--- src/hdl/pef_pkg.sv ---
// ----------------------------------------------------------------------------
// Pixel effect unit package
// Shared types and constants: effect mode codes, the internal operation
// classes, the queue entry that travels from front to back, the queue
// status and the dither thresholds.
// ----------------------------------------------------------------------------
package pef_pkg;

  // Effect mode register codes.
  localparam logic [2:0] MODE_RGB    = 3'd0;
  localparam logic [2:0] MODE_RED    = 3'd1;
  localparam logic [2:0] MODE_BLUE   = 3'd2;
  localparam logic [2:0] MODE_GREEN  = 3'd3;
  localparam logic [2:0] MODE_BRIGHT = 3'd4;
  localparam logic [2:0] MODE_GREY   = 3'd5;
  localparam logic [2:0] MODE_DITHER = 3'd6;

  // Operation class chosen by the front end for each pixel.
  typedef enum logic [2:0] {
    OP_RGB,
    OP_RED,
    OP_BLUE,
    OP_GREEN,
    OP_BRIGHT,
    OP_GREY,
    OP_DITHER
  } pef_op_t;

  // One classified pixel, with the first half of the arithmetic done.
  typedef struct packed {
    pef_op_t            op;
    logic [7:0]         red;
    logic [7:0]         green;
    logic [7:0]         blue;
    logic [7:0]         y2;     // scaled and saturated luma
    logic signed [7:0]  u;      // chroma U, truncated toward zero
    logic signed [8:0]  v;      // chroma V, truncated toward zero
    logic [7:0]         luma;   // YCoCg-R luma
  } pef_entry_t;

  // Queue status seen by both sides.
  typedef struct packed {
    logic full;
    logic empty;
  } pef_qstat_t;

  // Dither thresholds indexed by {sub_col, sub_row}.
  localparam logic [7:0] DITHER_THRESH [4] = '{8'd51, 8'd102, 8'd153, 8'd204};

endpackage

--- src/hdl/pef_if.sv ---
// ----------------------------------------------------------------------------
// Pixel effect unit channels
// Valid/ready channels for source pixels, result pixels and the mode
// register write port.
// ----------------------------------------------------------------------------
interface pef_pixel_if;
  logic       valid;
  logic       ready;
  logic [7:0] in_red;
  logic [7:0] in_green;
  logic [7:0] in_blue;

  modport source (output valid, output in_red, output in_green, output in_blue,
                  input ready);
  modport sink   (input valid, input in_red, input in_green, input in_blue,
                  output ready);
endinterface

interface pef_result_if;
  logic       valid;
  logic       ready;
  logic [7:0] out_red;
  logic [7:0] out_green;
  logic [7:0] out_blue;
  logic       sub_col;
  logic       sub_row;
  logic       last_of_pixel;

  modport source (output valid, output out_red, output out_green, output out_blue,
                  output sub_col, output sub_row, output last_of_pixel,
                  input ready);
  modport sink   (input valid, input out_red, input out_green, input out_blue,
                  input sub_col, input sub_row, input last_of_pixel,
                  output ready);
endinterface

interface pef_cfg_if;
  logic       valid;
  logic       ready;
  logic [2:0] effect_mode;

  modport source (output valid, output effect_mode, input ready);
  modport sink   (input valid, input effect_mode, output ready);
endinterface

--- src/hdl/pixel_effect_unit_core.sv ---
// ----------------------------------------------------------------------------
// Pixel effect unit core
// Applies a configured color effect to a stream of RGB pixels.
// ----------------------------------------------------------------------------
// The unit accepts one RGB pixel per beat on the pix channel and returns
// result beats on the res channel. In the pass-through, single-channel,
// brightness and greyscale modes every pixel gives one beat and the unit
// sustains one pixel per clock cycle while the res channel is not stalled.
// In dither mode every pixel gives four beats, row by row, and the pixel rate
// there is set by the output register, which sends one beat per cycle while
// res is ready. A pixel passes the queue register and then the output
// register before its first result beat. The effect mode is written
// through the cfg channel, which is always ready, and must only change while
// no pixel is in flight. The front end computes the BT.601 luma and chroma
// terms and the YCoCg-R luma as the pixel is accepted; the back end forms
// the brightness result or the dither pattern from the queue head.
// ----------------------------------------------------------------------------
module pixel_effect_unit_core
  import pef_pkg::*;
#(
  parameter int QUEUE_DEPTH = 4
) (
  input  logic          clk,
  input  logic          rst,
  pef_cfg_if.sink       cfg,
  pef_pixel_if.sink     pix,
  pef_result_if.source  res
);

  // Front to queue: push strobe and the classified pixel.
  logic       push;
  pef_entry_t push_entry;

  // Queue to back: head entry and fill status; back to queue: pop strobe.
  pef_entry_t head;
  pef_qstat_t qstat;
  logic       pop;

  // The front end owns the mode register and stalls the pixel channel
  // whenever the queue is full.
  pef_front u_front (
    .clk   (clk),
    .rst   (rst),
    .cfg   (cfg),
    .pix   (pix),
    .qstat (qstat),
    .push  (push),
    .entry (push_entry)
  );

  // The queue lets the front keep accepting pixels while the back is busy
  // with the four beats of a dithered pixel or waits on a stalled output.
  pef_queue #(
    .DEPTH (QUEUE_DEPTH)
  ) u_queue (
    .clk        (clk),
    .rst        (rst),
    .push       (push),
    .push_entry (push_entry),
    .pop        (pop),
    .head       (head),
    .qstat      (qstat)
  );

  // The back end pops a pixel as it loads that pixel's last beat.
  pef_back u_back (
    .clk   (clk),
    .rst   (rst),
    .head  (head),
    .qstat (qstat),
    .pop   (pop),
    .res   (res)
  );

  // The queue is never pushed while full.
  assert property (@(posedge clk) disable iff (rst) push |-> !qstat.full)
    else $error("queue pushed while full");

  // The queue is never popped while empty.
  assert property (@(posedge clk) disable iff (rst) pop |-> !qstat.empty)
    else $error("queue popped while empty");

  // Once a non-final dither beat is taken, the next beat follows at once.
  assert property (@(posedge clk) disable iff (rst)
    (res.valid && res.ready && !res.last_of_pixel) |=> res.valid)
    else $error("dither beats of a pixel are not contiguous");

  // Only the fourth beat of a dithered pixel has both offsets set, and it is last.
  assert property (@(posedge clk) disable iff (rst)
    (res.valid && res.sub_col && res.sub_row) |-> res.last_of_pixel)
    else $error("final dither beat not marked last");

endmodule

--- src/hdl/pef_front.sv ---
// ----------------------------------------------------------------------------
// Pixel effect unit front end
// Holds the mode register, classifies each accepted pixel and computes its
// YUV terms and YCoCg-R luma before it is pushed into the queue.
// ----------------------------------------------------------------------------
module pef_front
  import pef_pkg::*;
(
  input  logic        clk,
  input  logic        rst,
  pef_cfg_if.sink     cfg,
  pef_pixel_if.sink   pix,
  input  pef_qstat_t  qstat,
  output logic        push,
  output pef_entry_t  entry
);

  logic [2:0]         effect_mode;
  pef_op_t            op;
  logic [7:0]         r, g, b;
  logic [17:0]        y_sum;
  logic [9:0]         y3;
  logic [8:0]         y3_half;
  logic signed [19:0] r_s, g_s, b_s;
  logic signed [19:0] u_sum, v_sum, u_div, v_div;
  logic signed [8:0]  co, co_adj, co_half;
  logic signed [9:0]  t, cg, cg_adj, cg_half, l_full;

  assign cfg.ready = 1'b1;

  always_ff @(posedge clk) begin
    if (rst) begin
      effect_mode <= MODE_RGB;
    end else if (cfg.valid && cfg.ready) begin
      effect_mode <= cfg.effect_mode;
    end
  end

  always_comb begin
    unique case (effect_mode)
      MODE_RED:    op = OP_RED;
      MODE_BLUE:   op = OP_BLUE;
      MODE_GREEN:  op = OP_GREEN;
      MODE_BRIGHT: op = OP_BRIGHT;
      MODE_GREY:   op = OP_GREY;
      MODE_DITHER: op = OP_DITHER;
      default:     op = OP_RGB;
    endcase
  end

  assign r = pix.in_red;
  assign g = pix.in_green;
  assign b = pix.in_blue;

  // Luma in Q10; the coefficients add up to 1024, so the sum fits 18 bits.
  assign y_sum   = 18'(r) * 18'd306 + 18'(g) * 18'd601 + 18'(b) * 18'd117;
  assign y3      = 10'(y_sum[17:10]) * 10'd3;
  assign y3_half = y3[9:1];

  assign r_s = $signed({12'b0, r});
  assign g_s = $signed({12'b0, g});
  assign b_s = $signed({12'b0, b});

  assign u_sum = -20'sd151 * r_s - 20'sd296 * g_s + 20'sd446 * b_s;
  assign v_sum =  20'sd630 * r_s - 20'sd527 * g_s - 20'sd102 * b_s;

  // Division by 1024 that truncates toward zero.
  assign u_div = (u_sum < 0) ? ((u_sum + 20'sd1023) >>> 10) : (u_sum >>> 10);
  assign v_div = (v_sum < 0) ? ((v_sum + 20'sd1023) >>> 10) : (v_sum >>> 10);

  // YCoCg-R luma with halving toward zero.
  assign co      = $signed({1'b0, r}) - $signed({1'b0, b});
  assign co_adj  = co + $signed({8'b0, co[8]});
  assign co_half = co_adj >>> 1;
  assign t       = $signed({2'b0, b}) + 10'(co_half);
  assign cg      = $signed({2'b0, g}) - t;
  assign cg_adj  = cg + $signed({9'b0, cg[9]});
  assign cg_half = cg_adj >>> 1;
  assign l_full  = t + cg_half;

  assign pix.ready = !qstat.full;
  assign push      = pix.valid && pix.ready;

  always_comb begin
    entry.op    = op;
    entry.red   = r;
    entry.green = g;
    entry.blue  = b;
    entry.y2    = (y3_half > 9'd255) ? 8'd255 : y3_half[7:0];
    entry.u     = u_div[7:0];
    entry.v     = v_div[8:0];
    entry.luma  = l_full[7:0];
  end

endmodule

--- src/hdl/pef_queue.sv ---
// ----------------------------------------------------------------------------
// Pixel effect unit queue
// Small first-in first-out buffer of classified pixels between the front
// end and the back end.
// ----------------------------------------------------------------------------
module pef_queue
  import pef_pkg::*;
#(
  parameter int DEPTH = 4
) (
  input  logic        clk,
  input  logic        rst,
  input  logic        push,
  input  pef_entry_t  push_entry,
  input  logic        pop,
  output pef_entry_t  head,
  output pef_qstat_t  qstat
);

  localparam int PW = (DEPTH > 1) ? $clog2(DEPTH) : 1;
  localparam int CW = $clog2(DEPTH + 1);

  pef_entry_t    slots [DEPTH];
  logic [PW-1:0] wr_ptr, rd_ptr;
  logic [CW-1:0] count;

  always_ff @(posedge clk) begin
    if (push) begin
      slots[wr_ptr] <= push_entry;
    end
  end

  always_ff @(posedge clk) begin
    if (rst) begin
      wr_ptr <= '0;
      rd_ptr <= '0;
      count  <= '0;
    end else begin
      if (push) begin
        wr_ptr <= (wr_ptr == PW'(DEPTH - 1)) ? '0 : wr_ptr + 1'b1;
      end
      if (pop) begin
        rd_ptr <= (rd_ptr == PW'(DEPTH - 1)) ? '0 : rd_ptr + 1'b1;
      end
      if (push && !pop) begin
        count <= count + 1'b1;
      end else if (pop && !push) begin
        count <= count - 1'b1;
      end
    end
  end

  assign head        = slots[rd_ptr];
  assign qstat.full  = (count == CW'(DEPTH));
  assign qstat.empty = (count == '0);

endmodule

--- src/hdl/pef_back.sv ---
// ----------------------------------------------------------------------------
// Pixel effect unit back end
// Finishes the arithmetic for the pixel at the head of the queue and drives
// the output register, one beat per pixel or four in dither mode.
// ----------------------------------------------------------------------------
module pef_back
  import pef_pkg::*;
(
  input  logic          clk,
  input  logic          rst,
  input  pef_entry_t    head,
  input  pef_qstat_t    qstat,
  output logic          pop,
  pef_result_if.source  res
);

  logic [1:0]         sub;
  logic               load;
  logic               take;
  logic               last_beat;
  logic signed [20:0] y2_q10, u_ext, v_ext;
  logic signed [20:0] r_sum, g_sum, b_sum;
  logic [7:0]         dith;
  logic [7:0]         red_next, green_next, blue_next;
  logic               col_next, row_next;

  logic       out_valid;
  logic [7:0] out_red, out_green, out_blue;
  logic       sub_col, sub_row, last_of_pixel;

  function automatic logic [7:0] clamp_q10(input logic signed [20:0] s);
    if (s < 0) begin
      clamp_q10 = 8'd0;
    end else if (s[20:10] > 11'sd255) begin
      clamp_q10 = 8'd255;
    end else begin
      clamp_q10 = s[17:10];
    end
  endfunction

  assign y2_q10 = $signed({3'b0, head.y2, 10'b0});
  assign u_ext  = 21'(head.u);
  assign v_ext  = 21'(head.v);
  assign r_sum  = y2_q10 + 21'sd1167 * v_ext;
  assign g_sum  = y2_q10 - 21'sd404 * u_ext - 21'sd595 * v_ext;
  assign b_sum  = y2_q10 + 21'sd2081 * u_ext;

  // Dither beats go row by row: sub[1] is the row and sub[0] the column.
  assign dith = (head.luma > DITHER_THRESH[{sub[0], sub[1]}]) ? 8'd255 : 8'd0;

  always_comb begin
    red_next   = head.red;
    green_next = head.green;
    blue_next  = head.blue;
    col_next   = 1'b0;
    row_next   = 1'b0;
    last_beat  = 1'b1;
    case (head.op)
      OP_RED: begin
        green_next = 8'd0;
        blue_next  = 8'd0;
      end
      OP_BLUE: begin
        red_next   = 8'd0;
        green_next = 8'd0;
      end
      OP_GREEN: begin
        red_next  = 8'd0;
        blue_next = 8'd0;
      end
      OP_BRIGHT: begin
        red_next   = clamp_q10(r_sum);
        green_next = clamp_q10(g_sum);
        blue_next  = clamp_q10(b_sum);
      end
      OP_GREY: begin
        red_next   = head.luma;
        green_next = head.luma;
        blue_next  = head.luma;
      end
      OP_DITHER: begin
        red_next   = dith;
        green_next = dith;
        blue_next  = dith;
        col_next   = sub[0];
        row_next   = sub[1];
        last_beat  = (sub == 2'd3);
      end
      default: begin
      end
    endcase
  end

  assign load = !out_valid || res.ready;
  assign take = load && !qstat.empty;
  assign pop  = take && last_beat;

  always_ff @(posedge clk) begin
    if (rst) begin
      out_valid <= 1'b0;
      sub       <= '0;
    end else if (load) begin
      out_valid <= !qstat.empty;
      if (take) begin
        sub <= last_beat ? 2'd0 : sub + 1'b1;
      end
    end
  end

  always_ff @(posedge clk) begin
    if (take) begin
      out_red       <= red_next;
      out_green     <= green_next;
      out_blue      <= blue_next;
      sub_col       <= col_next;
      sub_row       <= row_next;
      last_of_pixel <= last_beat;
    end
  end

  assign res.valid         = out_valid;
  assign res.out_red       = out_red;
  assign res.out_green     = out_green;
  assign res.out_blue      = out_blue;
  assign res.sub_col       = sub_col;
  assign res.sub_row       = sub_row;
  assign res.last_of_pixel = last_of_pixel;

endmodule

--- src/flat_wrapper.sv ---
// flat-port wrapper written by rule: the top's interface ports become plain ports
module pixel_effect_unit_core_flat import pef_pkg::*;
#(
  parameter int QUEUE_DEPTH = 4
)
  (clk, rst, cfg_valid, cfg_effect_mode, cfg_ready, pix_valid, pix_in_red, pix_in_green, pix_in_blue, pix_ready, res_valid, res_out_red, res_out_green, res_out_blue, res_sub_col, res_sub_row, res_last_of_pixel, res_ready);
  pef_cfg_if cfg_i ();
  pef_pixel_if pix_i ();
  pef_result_if res_i ();
  input  logic clk;
  input  logic rst;
  input wire logic [$bits(cfg_i.valid)-1:0] cfg_valid;
  input wire logic [$bits(cfg_i.effect_mode)-1:0] cfg_effect_mode;
  output wire logic [$bits(cfg_i.ready)-1:0] cfg_ready;
  input wire logic [$bits(pix_i.valid)-1:0] pix_valid;
  input wire logic [$bits(pix_i.in_red)-1:0] pix_in_red;
  input wire logic [$bits(pix_i.in_green)-1:0] pix_in_green;
  input wire logic [$bits(pix_i.in_blue)-1:0] pix_in_blue;
  output wire logic [$bits(pix_i.ready)-1:0] pix_ready;
  output wire logic [$bits(res_i.valid)-1:0] res_valid;
  output wire logic [$bits(res_i.out_red)-1:0] res_out_red;
  output wire logic [$bits(res_i.out_green)-1:0] res_out_green;
  output wire logic [$bits(res_i.out_blue)-1:0] res_out_blue;
  output wire logic [$bits(res_i.sub_col)-1:0] res_sub_col;
  output wire logic [$bits(res_i.sub_row)-1:0] res_sub_row;
  output wire logic [$bits(res_i.last_of_pixel)-1:0] res_last_of_pixel;
  input wire logic [$bits(res_i.ready)-1:0] res_ready;
  assign cfg_i.valid = cfg_valid;
  assign cfg_i.effect_mode = cfg_effect_mode;
  assign cfg_ready = cfg_i.ready;
  assign pix_i.valid = pix_valid;
  assign pix_i.in_red = pix_in_red;
  assign pix_i.in_green = pix_in_green;
  assign pix_i.in_blue = pix_in_blue;
  assign pix_ready = pix_i.ready;
  assign res_valid = res_i.valid;
  assign res_out_red = res_i.out_red;
  assign res_out_green = res_i.out_green;
  assign res_out_blue = res_i.out_blue;
  assign res_sub_col = res_i.sub_col;
  assign res_sub_row = res_i.sub_row;
  assign res_last_of_pixel = res_i.last_of_pixel;
  assign res_i.ready = res_ready;
  pixel_effect_unit_core #(.QUEUE_DEPTH(QUEUE_DEPTH)) u_core (.clk(clk), .rst(rst), .cfg(cfg_i), .pix(pix_i), .res(res_i));
endmodule
--- config.mk ---
export PLATFORM = sky130hd
export DESIGN_NAME = pixel_effect_unit_core_flat
export DESIGN_NICKNAME = d
export VERILOG_FILES = /design/src/hdl/pef_pkg.sv /design/src/hdl/pef_if.sv /design/src/hdl/pixel_effect_unit_core.sv /design/src/hdl/pef_front.sv /design/src/hdl/pef_queue.sv /design/src/hdl/pef_back.sv /design/src/flat_wrapper.sv
export SDC_FILE = /design/constraint.sdc
export NUM_CORES = 1
export LEC_CHECK = 0
export BUFFER_PORTS_ARGS = -buffer_cell sky130_fd_sc_hd__buf_2
export CAP_MARGIN = 20
export CORE_MARGIN = 5
export CORE_UTILIZATION = 55
export DETAILED_ROUTE_END_ITERATION = 8
export PLACE_DENSITY = 0.71
export SYNTH_ARGS = -nofsm -noshare
export SYNTH_HDL_FRONTEND = slang
export SYNTH_SLANG_ARGS = --single-unit
export TNS_END_PERCENT = 10
--- constraint.sdc ---
create_clock -name clk -period 13.2 [get_ports clk]
set_clock_uncertainty 0.05 [all_clocks]
set_input_delay 1.32 -clock clk [delete_from_list [all_inputs] [get_ports clk]]
set_output_delay 1.32 -clock clk [all_outputs]
set_load 0.01 [all_outputs]
==> out/metrics.cfg, run 1 <==
[floorplanning]
initial_utilization_pct = 55.59
die-area_um2 = 63360
core_area_um2 = 57810
floorplan_row_count = 88
chipWidth_um = 251.7
dieHeight_um = 251.7
top_level_ports = 62

[clock_network]
ctsLongestPathBuffers = 3
post_cts_buffers = 0
postCtsResizedCells = 0
clock_tree_from_tritoncts = done
clkLatencyLatePin_ns = 0.56
cts_hold_buffers = 0
clkSlewWorstSetupHoldPaths_ns = 0.06
cts_inserted_buffers = 27
maximum_level_of_the_cts_h_tree = 1
number_of_clock_sinks = 282
cts_root_buf = clkbuf_16

[placed_design]
port_buffers = 60
hpwl_um = 58150
gp_routability_congestion = 0.9568

[routing]
drc_errors = 0
top_layer = met4
detail_route.wirelength_um = 72500
route.detailed.vias_per_inst = 5.604
met3_length_um = 3708
detailedRoute.firstIterationViolations = 1217
avgRoutedWirePerCell_um = 19.20
met2_wirelength_um = 36350
detail_route.first_pass.iterations = 5
m1WireLength_um = 30980
final_antenna_net_count = 0
num_vias = 21150

[synthesis]
synth_top_flop_cell = edfxtp_1
synth_cell_types = 82
syn-instance-count = 2916
postSynthAreaPerCell_um2 = 11.02
yosysTopAreaCell = edfxtp_1
synthesized_net_count = 3847
synth_top_cell_area_share_pct = 24.95
ys_warn_count = 0
syn-cell-area_um2 = 32140
synthesis_stage_register_bit_count = 282
netlist_top_cells_area = edfxtp_1 25%, ha_1 23%, fa_1 19%
async_reset_ff_share_pct = 0
ys_seq_area_share_pct = 25.88
synth_enable_flop_cells = 267

[run]
max_cap_viol_count = 0

[sta]
finalSetupViolations = 0
timing.final.crit_share_pct = 73.42
hold_viol_final = 0
timing_worst_slew_pin_value_ns = 1.012
unrepaired_setup_endpoints_after_global_routing = false
maxSlewHeadroom_pct = 32.49
max_freq_mhz = 103.2
fin_setup_tns_ns = 0
final_max_slew_viol_count = 0
finalCriticalPeriod_ns = 9.692

[finish]
nNetsFinal = 3920
area_delta_synth_final_pct = 6.623
final_layout_size_suffix_gt1_share_pct = 6.877
antenna_cells = 0

[worst_setup_path]
critical_path_peak_fanout = 29
startpoint_type = flop
critical_path_arrival_ns = 9.91
crit_type = flop to flop
end_kind = flop
critPathRequiredTime_ns = 13.42

[global_route]
grt.total_usage_pct = 23.02
grt_pass1_wl_um = 117100
gr-total-overflow = 0
grt_pass1_vias = 22460
grt_start_max_net_pins = 61
antenna_found_initial = 0

[min_path]
min-delay-path-class = flop to flop

[run_status]
status = finished clean

==> final timing paths <==
| kind | start | to | cells after the start | slack, ns |
|---|---|---|---|---|
| setup reg to reg | flop | u_core.u_back.res.out_green[0] | 25 | 3.51 |
| setup / recovery | flop | u_core.u_back.res.out_green[0] | 25 | 3.51 |
| hold reg to reg | u_core.u_back.res.valid | u_core.u_back.res.valid | 2 | 0.43 |
| hold / removal | u_core.u_back.res.valid | u_core.u_back.res.valid | 2 | 0.43 |
==> metal layers <==
layer | track usage [%] | vias to the layer above
li1 | - | 10010
met1 | 30.86 | 10530
met2 | 41.26 | 526
met3 | 2.154 | 91
met4 | 4.584 | 0
met5 | 0 | -
==> per-stage QoR <==
step | setup slack (ns) | instances | instance area, µm² | hold slack [ns] | utilization (%)
after floorplan | 3.615 | 2916 | 32140 | 0.3925 | -
after global placement | 3.215 | 3725 | 33350 | 0.4065 | 57.69
after detailed placement | 3.005 | 3725 | 33350 | 0.4132 | 57.69
after CTS | 3.504 | 3775 | 34260 | 0.4249 | 59.27
after global routing | 2.974 | 3775 | 34260 | 0.4656 | 59.27
final | 3.508 | 3775 | 34260 | 0.4272 | 59.27
==> final cells by class <==
cell class                 instances  area, µm²
fill                            4740      23540
multi-input combinational       1937      21190
sequential                       282       8323
clock buffer                      30      686.9
inverter                         675       2534
timing repair buffer              66      345.3
clock inverter                    20      231.5
tap                              765      957.2
==> kinds of logic after synthesis <==
group | Yosys count | synth area share, %
xor+xnor | 186 | 5.116
mux | 71 | 4.590
fa+ha+maj | 899 | 41.99
buf+inv | 697 | 8.204
flops | 282 | 25.88
simple gates | 360 | 5.727
compound gates | 419 | 8.468
other cells | 2 | 0.02337
==> cells in the final DEF (no fill, tap or decap), types with 31 or more instances in the layout <==
master	netlist	routed
xnor2_1	107	107
a21oi_1	132	132
o21ai_0	86	86
buf_2	3	60
edfxtp_1	267	267
nand2b_1	31	31
nand2_1	75	75
mux4_2	61	61
a21o_1	57	57
inv_1	675	675
nor3_1	32	32
fa_1	299	299
nor2_1	98	98
ha_1	600	600
xor2_1	77	77
==> state kept, by name, indices dropped and copies added (netlist names), named ones only <==
name and flops:
u_core.u_queue.count 3, u_core.u_back.res.out_red 8, u_core.u_back.res.out_green 8, u_core.u_queue.slots 240
u_core.u_back.res.last_of_pixel 1, u_core.u_front.effect_mode 3, u_core.u_back.res.sub_col 1, u_core.u_back.res.valid 1
u_core.u_queue.rd_ptr 2, u_core.u_back.sub 2, u_core.u_back.res.sub_row 1, u_core.u_back.res.out_blue 8
u_core.u_queue.wr_ptr 2
==> synth_stat cells, types with 57 or more instances <==
cell type  count
o21ai_0       86
nor2_1        98
xor2_1        77
xnor2_1      107
nand2_1       75
fa_1         299
inv_1        675
ha_1         600
mux4_2        61
edfxtp_1     267
a21o_1        57
a21oi_1      132
==> critical path, cell delays in order, from the launching register on <==
cell     delay (ns)
dfxtp_4        0.72
mux4_2         0.77
ha_1           0.39
ha_1           0.34
fa_1           0.52
fa_1           0.51
ha_1           0.35
a21oi_1        0.22
xnor2_1        0.15
ha_1           0.27
fa_1           0.57
fa_1           0.45
fa_1           0.52
fa_1           0.54
inv_1          0.04
ha_1           0.34
a21o_1         0.19
a21oi_1        0.20
o22a_1         0.15
o21ai_0        0.15
a41o_1         0.31
a21oi_1        0.28
mux2i_1        0.12
nor3b_1        0.79
o32a_1         0.31
o21ai_0        0.10
Power of run 1 is not shown: default switching activity piles up to over one toggle a cycle in this logic, so the estimate is an artifact.
==> run 2, diff against run 1 <==
==> constraint.sdc (replaced) <==
create_clock -name clk -period 9.65 [get_ports clk]
set_clock_uncertainty 0.05 [all_clocks]
set_input_delay 0.965 -clock clk [delete_from_list [all_inputs] [get_ports clk]]
set_output_delay 0.965 -clock clk [all_outputs]
set_load 0.01 [all_outputs]
==> out/metrics.cfg, run 2 (synthesis gave the netlist of run 1 again) <==
[clock_network]
post_cts_buffers = 0  ; unchanged
number_of_clock_sinks = 282  ; unchanged
clock_tree_from_tritoncts = done  ; unchanged
clkLatencyLatePin_ns = 0.55  ; was 0.56 ns
cts_hold_buffers = 0  ; unchanged
maximum_level_of_the_cts_h_tree = 1  ; unchanged
clkSlewWorstSetupHoldPaths_ns = 0.06  ; about the same
ctsLongestPathBuffers = 3  ; unchanged
cts_root_buf = clkbuf_16  ; unchanged
cts_inserted_buffers = 27  ; unchanged
postCtsResizedCells = 0  ; unchanged

[min_path]
min-delay-path-class = flop to flop  ; unchanged
holdPathStages = 2  ; unchanged
worst_hold_startpoint = u_core.u_back.res.valid  ; unchanged

[floorplanning]
die-area_um2 = 63360  ; unchanged
chipWidth_um = 251.7  ; unchanged
floorplan_row_count = 88  ; unchanged
dieHeight_um = 251.7  ; unchanged
core_area_um2 = 57810  ; unchanged
top_level_ports = 62  ; unchanged
initial_utilization_pct = 55.59  ; unchanged

[worst_setup_path]
critPathBufInv = 1  ; unchanged
end_kind = flop  ; unchanged
critical_path_arrival_ns = 9.25  ; was 9.91 ns
critPathSlowestCell = nor3b_1  ; unchanged
critPathRequiredTime_ns = 9.89  ; was 13.42 ns
crit_type = flop to flop  ; unchanged
max_stage_delay_ns = 0.69  ; was 0.79 ns
timing.critical_path.mode_cell = fa_1  ; unchanged
cp.depth = 25  ; unchanged
reg2reg_depth = 25  ; unchanged
critical_path_peak_fanout = 10  ; was 29
startpoint_type = flop  ; unchanged
path_delay_family = adder cells  ; unchanged

[sta]
finalCriticalPeriod_ns = 9.016  ; was 9.692 ns
max_freq_mhz = 110.9  ; was 103.2 MHz
unrepaired_setup_endpoints_after_global_routing = false  ; unchanged
fin_setup_tns_ns = 0  ; unchanged
hold_viol_final = 0  ; unchanged
timing.final.crit_share_pct = 93.43  ; was 73.42%
finalSetupViolations = 0  ; unchanged
final_max_slew_viol_count = 0  ; unchanged
timing_worst_slew_pin_value_ns = 1.030  ; was 1.012 ns
hold_ws_ns = 0.4358  ; was 0.4272 ns
maxSlewHeadroom_pct = 31.28  ; was 32.49%

[global_route]
antenna_found_initial = 0  ; unchanged
grt_pass1_wl_um = 120000  ; was 117100 µm
grt_start_max_net_pins = 61  ; unchanged
grt_pass1_vias = 22510  ; was 22.46k
grt.total_usage_pct = 23.75  ; was 23.02%
gr-total-overflow = 0  ; unchanged

[finish]
nNetsFinal = 3949  ; was 3920
largest_register_ffs = 240  ; unchanged
area_delta_synth_final_pct = 7.141  ; was 6.623%
final_common_cell = inv_1  ; unchanged
register_ranked_first_by_flip_flop_count = u_core.u_queue.slots  ; unchanged
final_layout_size_suffix_gt1_share_pct = 7.535  ; was 6.877%
antenna_cells = 0  ; unchanged
final_cell_mix = 675 x inv_1, 600 x ha_1, 299 x fa_1  ; unchanged

[placed_design]
port_buffers = 60  ; unchanged
hpwl_um = 61150  ; was 58150 µm
gp_routability_congestion = 0.9368  ; was 0.9568

[routing]
route.detailed.vias_per_inst = 5.627  ; was 5.604
detail_route.wirelength_um = 75050  ; was 72500 µm
final_antenna_net_count = 0  ; unchanged
drc_errors = 0  ; unchanged
avgRoutedWirePerCell_um = 19.73  ; was 19.20 µm
detailedRoute.firstIterationViolations = 1200  ; was 1217
num_vias = 21410  ; was 21.15k
detail_route.first_pass.iterations = 5  ; unchanged

[run]
max_cap_viol_count = 0  ; unchanged

[run_status]
status = finished clean  ; unchanged

[run 2: changes by cell type in the layout (fill, tap and decap cells not counted), sizes merged]
cell,previous run,this run
inv,679,676
clkinv,10,8
clkbuf,30,39
buf,66,95
clkinvlp,2,0
bufinv,4,2
[run 2: area by class of cell]
type | count | area, µm²
tap | 765 | 957.2
timing repair buffer | 95 | 563.0
clock inverter | 11 | 116.4
inverter | 675 | 2534
fill | 4715 | 23370
sequential | 282 | 8323
clock buffer | 39 | 750.7
multi-input combinational | 1937 | 21190
[run 2: worst register-to-register path, cell delays in order, from the launching register on]
cell	delay, ns
dfxtp_4	0.47
mux4_2	0.67
ha_1	0.35
ha_1	0.33
fa_1	0.51
fa_1	0.49
ha_1	0.35
a21oi_1	0.22
xnor2_1	0.15
ha_1	0.27
fa_1	0.57
fa_1	0.44
fa_1	0.53
fa_1	0.55
inv_1	0.04
ha_1	0.35
a21o_1	0.18
a21oi_1	0.21
o22a_1	0.16
o21ai_0	0.12
a41o_1	0.30
a21oi_1	0.33
mux2i_1	0.12
nor3b_1	0.69
o32a_1	0.24
o21ai_0	0.08
[run 2: worst paths after layout]
check / to / slack [ns]
worst max-delay path: u_core.u_back.res.out_green[0] / 0.63
worst min-delay path: u_core.u_back.res.valid / 0.44
worst max register to register: u_core.u_back.res.out_green[0] / 0.63
worst min register to register: u_core.u_back.res.valid / 0.44
[run 2: stage by stage]
step	setup slack (ns)	cells	utilization (%)	area (µm²)
global placement	0.5163	3754	58.06	33560
global route	0.1529	3804	59.56	34430
finish	0.6335	3804	59.56	34430
floorplan	0.06508	2916	-	32140
CTS	0.6529	3804	59.56	34430
detailed placement	0.3259	3754	58.06	33560
[run 2: layer usage]
layer | up-vias | GRT usage, % | part of all wire [%]
li1 | 10050 | - | -
met1 | 10700 | 31.64 | 43
met2 | 539 | 42.07 | 50
met3 | 125 | 2.134 | 4.7
met4 | 0 | 6.300 | 2.9
met5 | - | 0 | 0
Power of run 2 is left out for the same reason.
==> run 3, diff against run 2 <==
--- a/config.mk
+++ b/config.mk
@@ -8,9 +8,8 @@
 export BUFFER_PORTS_ARGS = -buffer_cell sky130_fd_sc_hd__buf_2
 export CAP_MARGIN = 20
 export CORE_MARGIN = 5
-export CORE_UTILIZATION = 55
+export CORE_UTILIZATION = 25
 export DETAILED_ROUTE_END_ITERATION = 8
-export PLACE_DENSITY = 0.71
 export SYNTH_ARGS = -nofsm -noshare
 export SYNTH_HDL_FRONTEND = slang
 export SYNTH_SLANG_ARGS = --single-unit
==> out/metrics.cfg, run 3 (synthesis gave the netlist of run 1 again) <==
[run_status]
status = finished clean  ; unchanged

[finish]
area_delta_synth_final_pct = 11.15  ; was 7.141%
final_layout_size_suffix_gt1_share_pct = 7.997  ; was 7.535%
register_ranked_first_by_flip_flop_count = u_core.u_queue.slots  ; unchanged
final_cell_mix = 675 x inv_1, 600 x ha_1, 299 x fa_1  ; unchanged
final_common_cell = inv_1  ; unchanged
final_design_area_no_fill_um2 = 35720  ; was 34430 µm²
nNetsFinal = 3957  ; was 3949
largest_register_ffs = 240  ; unchanged

[sta]
timing.final.crit_share_pct = 93.41  ; was 93.43%
unrepaired_setup_endpoints_after_global_routing = false  ; unchanged
max_freq_mhz = 110.9  ; about the same
finalWorstSetupSlack_ns = 0.6359  ; was 0.6335 ns
finalCriticalPeriod_ns = 9.014  ; was 9.016 ns
fin_setup_tns_ns = 0  ; unchanged
final_max_slew_viol_count = 0  ; unchanged
maxSlewHeadroom_pct = 30.64  ; was 31.28%
timing_worst_slew_pin_value_ns = 1.040  ; was 1.030 ns
finalSetupViolations = 0  ; unchanged
hold_viol_final = 0  ; unchanged

[global_route]
gr-total-overflow = 0  ; unchanged
grt.total_usage_pct = 11.31  ; was 23.75%
grt_start_max_net_pins = 61  ; unchanged
grt_pass1_vias = 21460  ; was 22.51k
grt_pass1_wl_um = 121600  ; was 120000 µm
antenna_found_initial = 9  ; was 0

[floorplanning]
top_level_ports = 62  ; unchanged
die-area_um2 = 135800  ; was 63360 µm²
dieHeight_um = 368.5  ; was 251.7 µm
chipWidth_um = 368.5  ; was 251.7 µm
core_area_um2 = 127700  ; was 57810 µm²
floorplan_row_count = 131  ; was 88
initial_utilization_pct = 25.17  ; was 55.59%

[routing]
detailedRoute.firstIterationViolations = 1194  ; was 1200
route.detailed.vias_per_inst = 4.412  ; was 5.627
final_antenna_net_count = 0  ; unchanged
detail_route.wirelength_um = 77170  ; was 75050 µm
drc_errors = 0  ; unchanged
avgRoutedWirePerCell_um = 16.36  ; was 19.73 µm
num_vias = 20810  ; was 21.41k
detail_route.first_pass.iterations = 5  ; unchanged

[clock_network]
clkSlewWorstSetupHoldPaths_ns = 0.06  ; about the same
postCtsResizedCells = 0  ; unchanged
maximum_level_of_the_cts_h_tree = 1  ; unchanged
number_of_clock_sinks = 282  ; unchanged
post_cts_buffers = 0  ; unchanged
clkLatencyLatePin_ns = 0.60  ; was 0.55 ns
ctsLongestPathBuffers = 3  ; unchanged
cts_root_buf = clkbuf_16  ; unchanged
cts_inserted_buffers = 31  ; was 27
cts_hold_buffers = 0  ; unchanged
clock_tree_from_tritoncts = done  ; unchanged

[worst_setup_path]
crit_type = flop to flop  ; unchanged
critPathSlowestCell = nor3b_1  ; unchanged
setup.worst_path.end = u_core.u_back.res.out_green[1]  ; was u_core.u_back.res.out_green[0]
reg2reg_depth = 27  ; was 25
critPathRequiredTime_ns = 9.91  ; was 9.89 ns
critical_path_arrival_ns = 9.27  ; was 9.25 ns
max_stage_delay_ns = 0.72  ; was 0.69 ns
timing.critical_path.mode_cell = ha_1  ; was fa_1
timing.reg2reg.setup_slack_ns = 0.64  ; was 0.63 ns
critical_path_peak_fanout = 10  ; unchanged
end_kind = flop  ; unchanged
startpoint_type = flop  ; unchanged
critical_path.reg2reg.endpoint = u_core.u_back.res.out_green[1]  ; was u_core.u_back.res.out_green[0]

[placed_design]
gp_routability_congestion = 0.8657  ; was 0.9368
hpwl_um = 63870  ; was 61150 µm
post_placement_cell_area_um2 = 34720  ; was 33560 µm²
pre_cts_ws_ns = 0.3920  ; was 0.3259 ns
port_buffers = 60  ; unchanged

[run]
max_cap_viol_count = 0  ; unchanged

[min_path]
min-delay-path-class = flop to flop  ; unchanged
worst_hold_startpoint = u_core.u_back.sub[1]  ; was u_core.u_back.res.valid

## run 3: cell types whose count changed in the layout (fill, tap and decap cells not counted), sizes merged
cell / previous run / this run
clkinv: 8 / 15
clkbuf: 39 / 35
diode: 0 / 3
inv: 676 / 678
buf: 95 / 99
clkinvlp: 0 / 3
## run 3: per-stage QoR
step | cells | hold slack, ns | utilization (%)
floorplan | 2916 | 0.3925 | -
global placement | 4655 | 0.4079 | 27.19
detailed placement | 4655 | 0.4151 | 27.19
CTS | 4713 | 0.4250 | 27.97
global route | 4713 | 0.4594 | 27.97
finish | 4716 | 0.4224 | 27.98
## run 3: area by class of cell
cell class                 count  area [µm²]
clock buffer                  35       790.8
clock inverter                23       206.4
fill                       13190       91960
tap                         1662        2079
sequential                   282        8323
timing repair buffer          99       593.1
multi-input combinational   1937       21190
inverter                     675        2534
antenna                        3       7.507
## run 3: critical path, delay by kind of cell, from the launching register on
family	cells	cell delay [ns]
flip-flops	1	0.46
multiplexers	2	0.74
XOR/XNOR	1	0.15
AND/OR/NAND/NOR	1	0.72
buffers and inverters	2	0.28
AO/OA/AOI/OAI	10	1.90
adder cells (fa/ha/maj)	11	4.42
## run 3: worst min-delay path by stage
stage / endpoint / cells past startpoint
global route: u_core.u_back.res.valid / 2
floorplan: u_core.u_back.sub[1] / 2
global placement: u_core.u_back.sub[1] / 2
CTS: u_core.u_back.sub[1] / 2
detailed placement: flop / 2
finish: u_core.u_back.sub[1] / 2
## run 3: layer usage
layer	global-route usage [%]	routed length (µm)
met1	16.14	37020
met2	18.64	34950
met3	1.577	3960
met4	1.741	1209
met5	0	30
Power of run 3 is left out for the same reason.
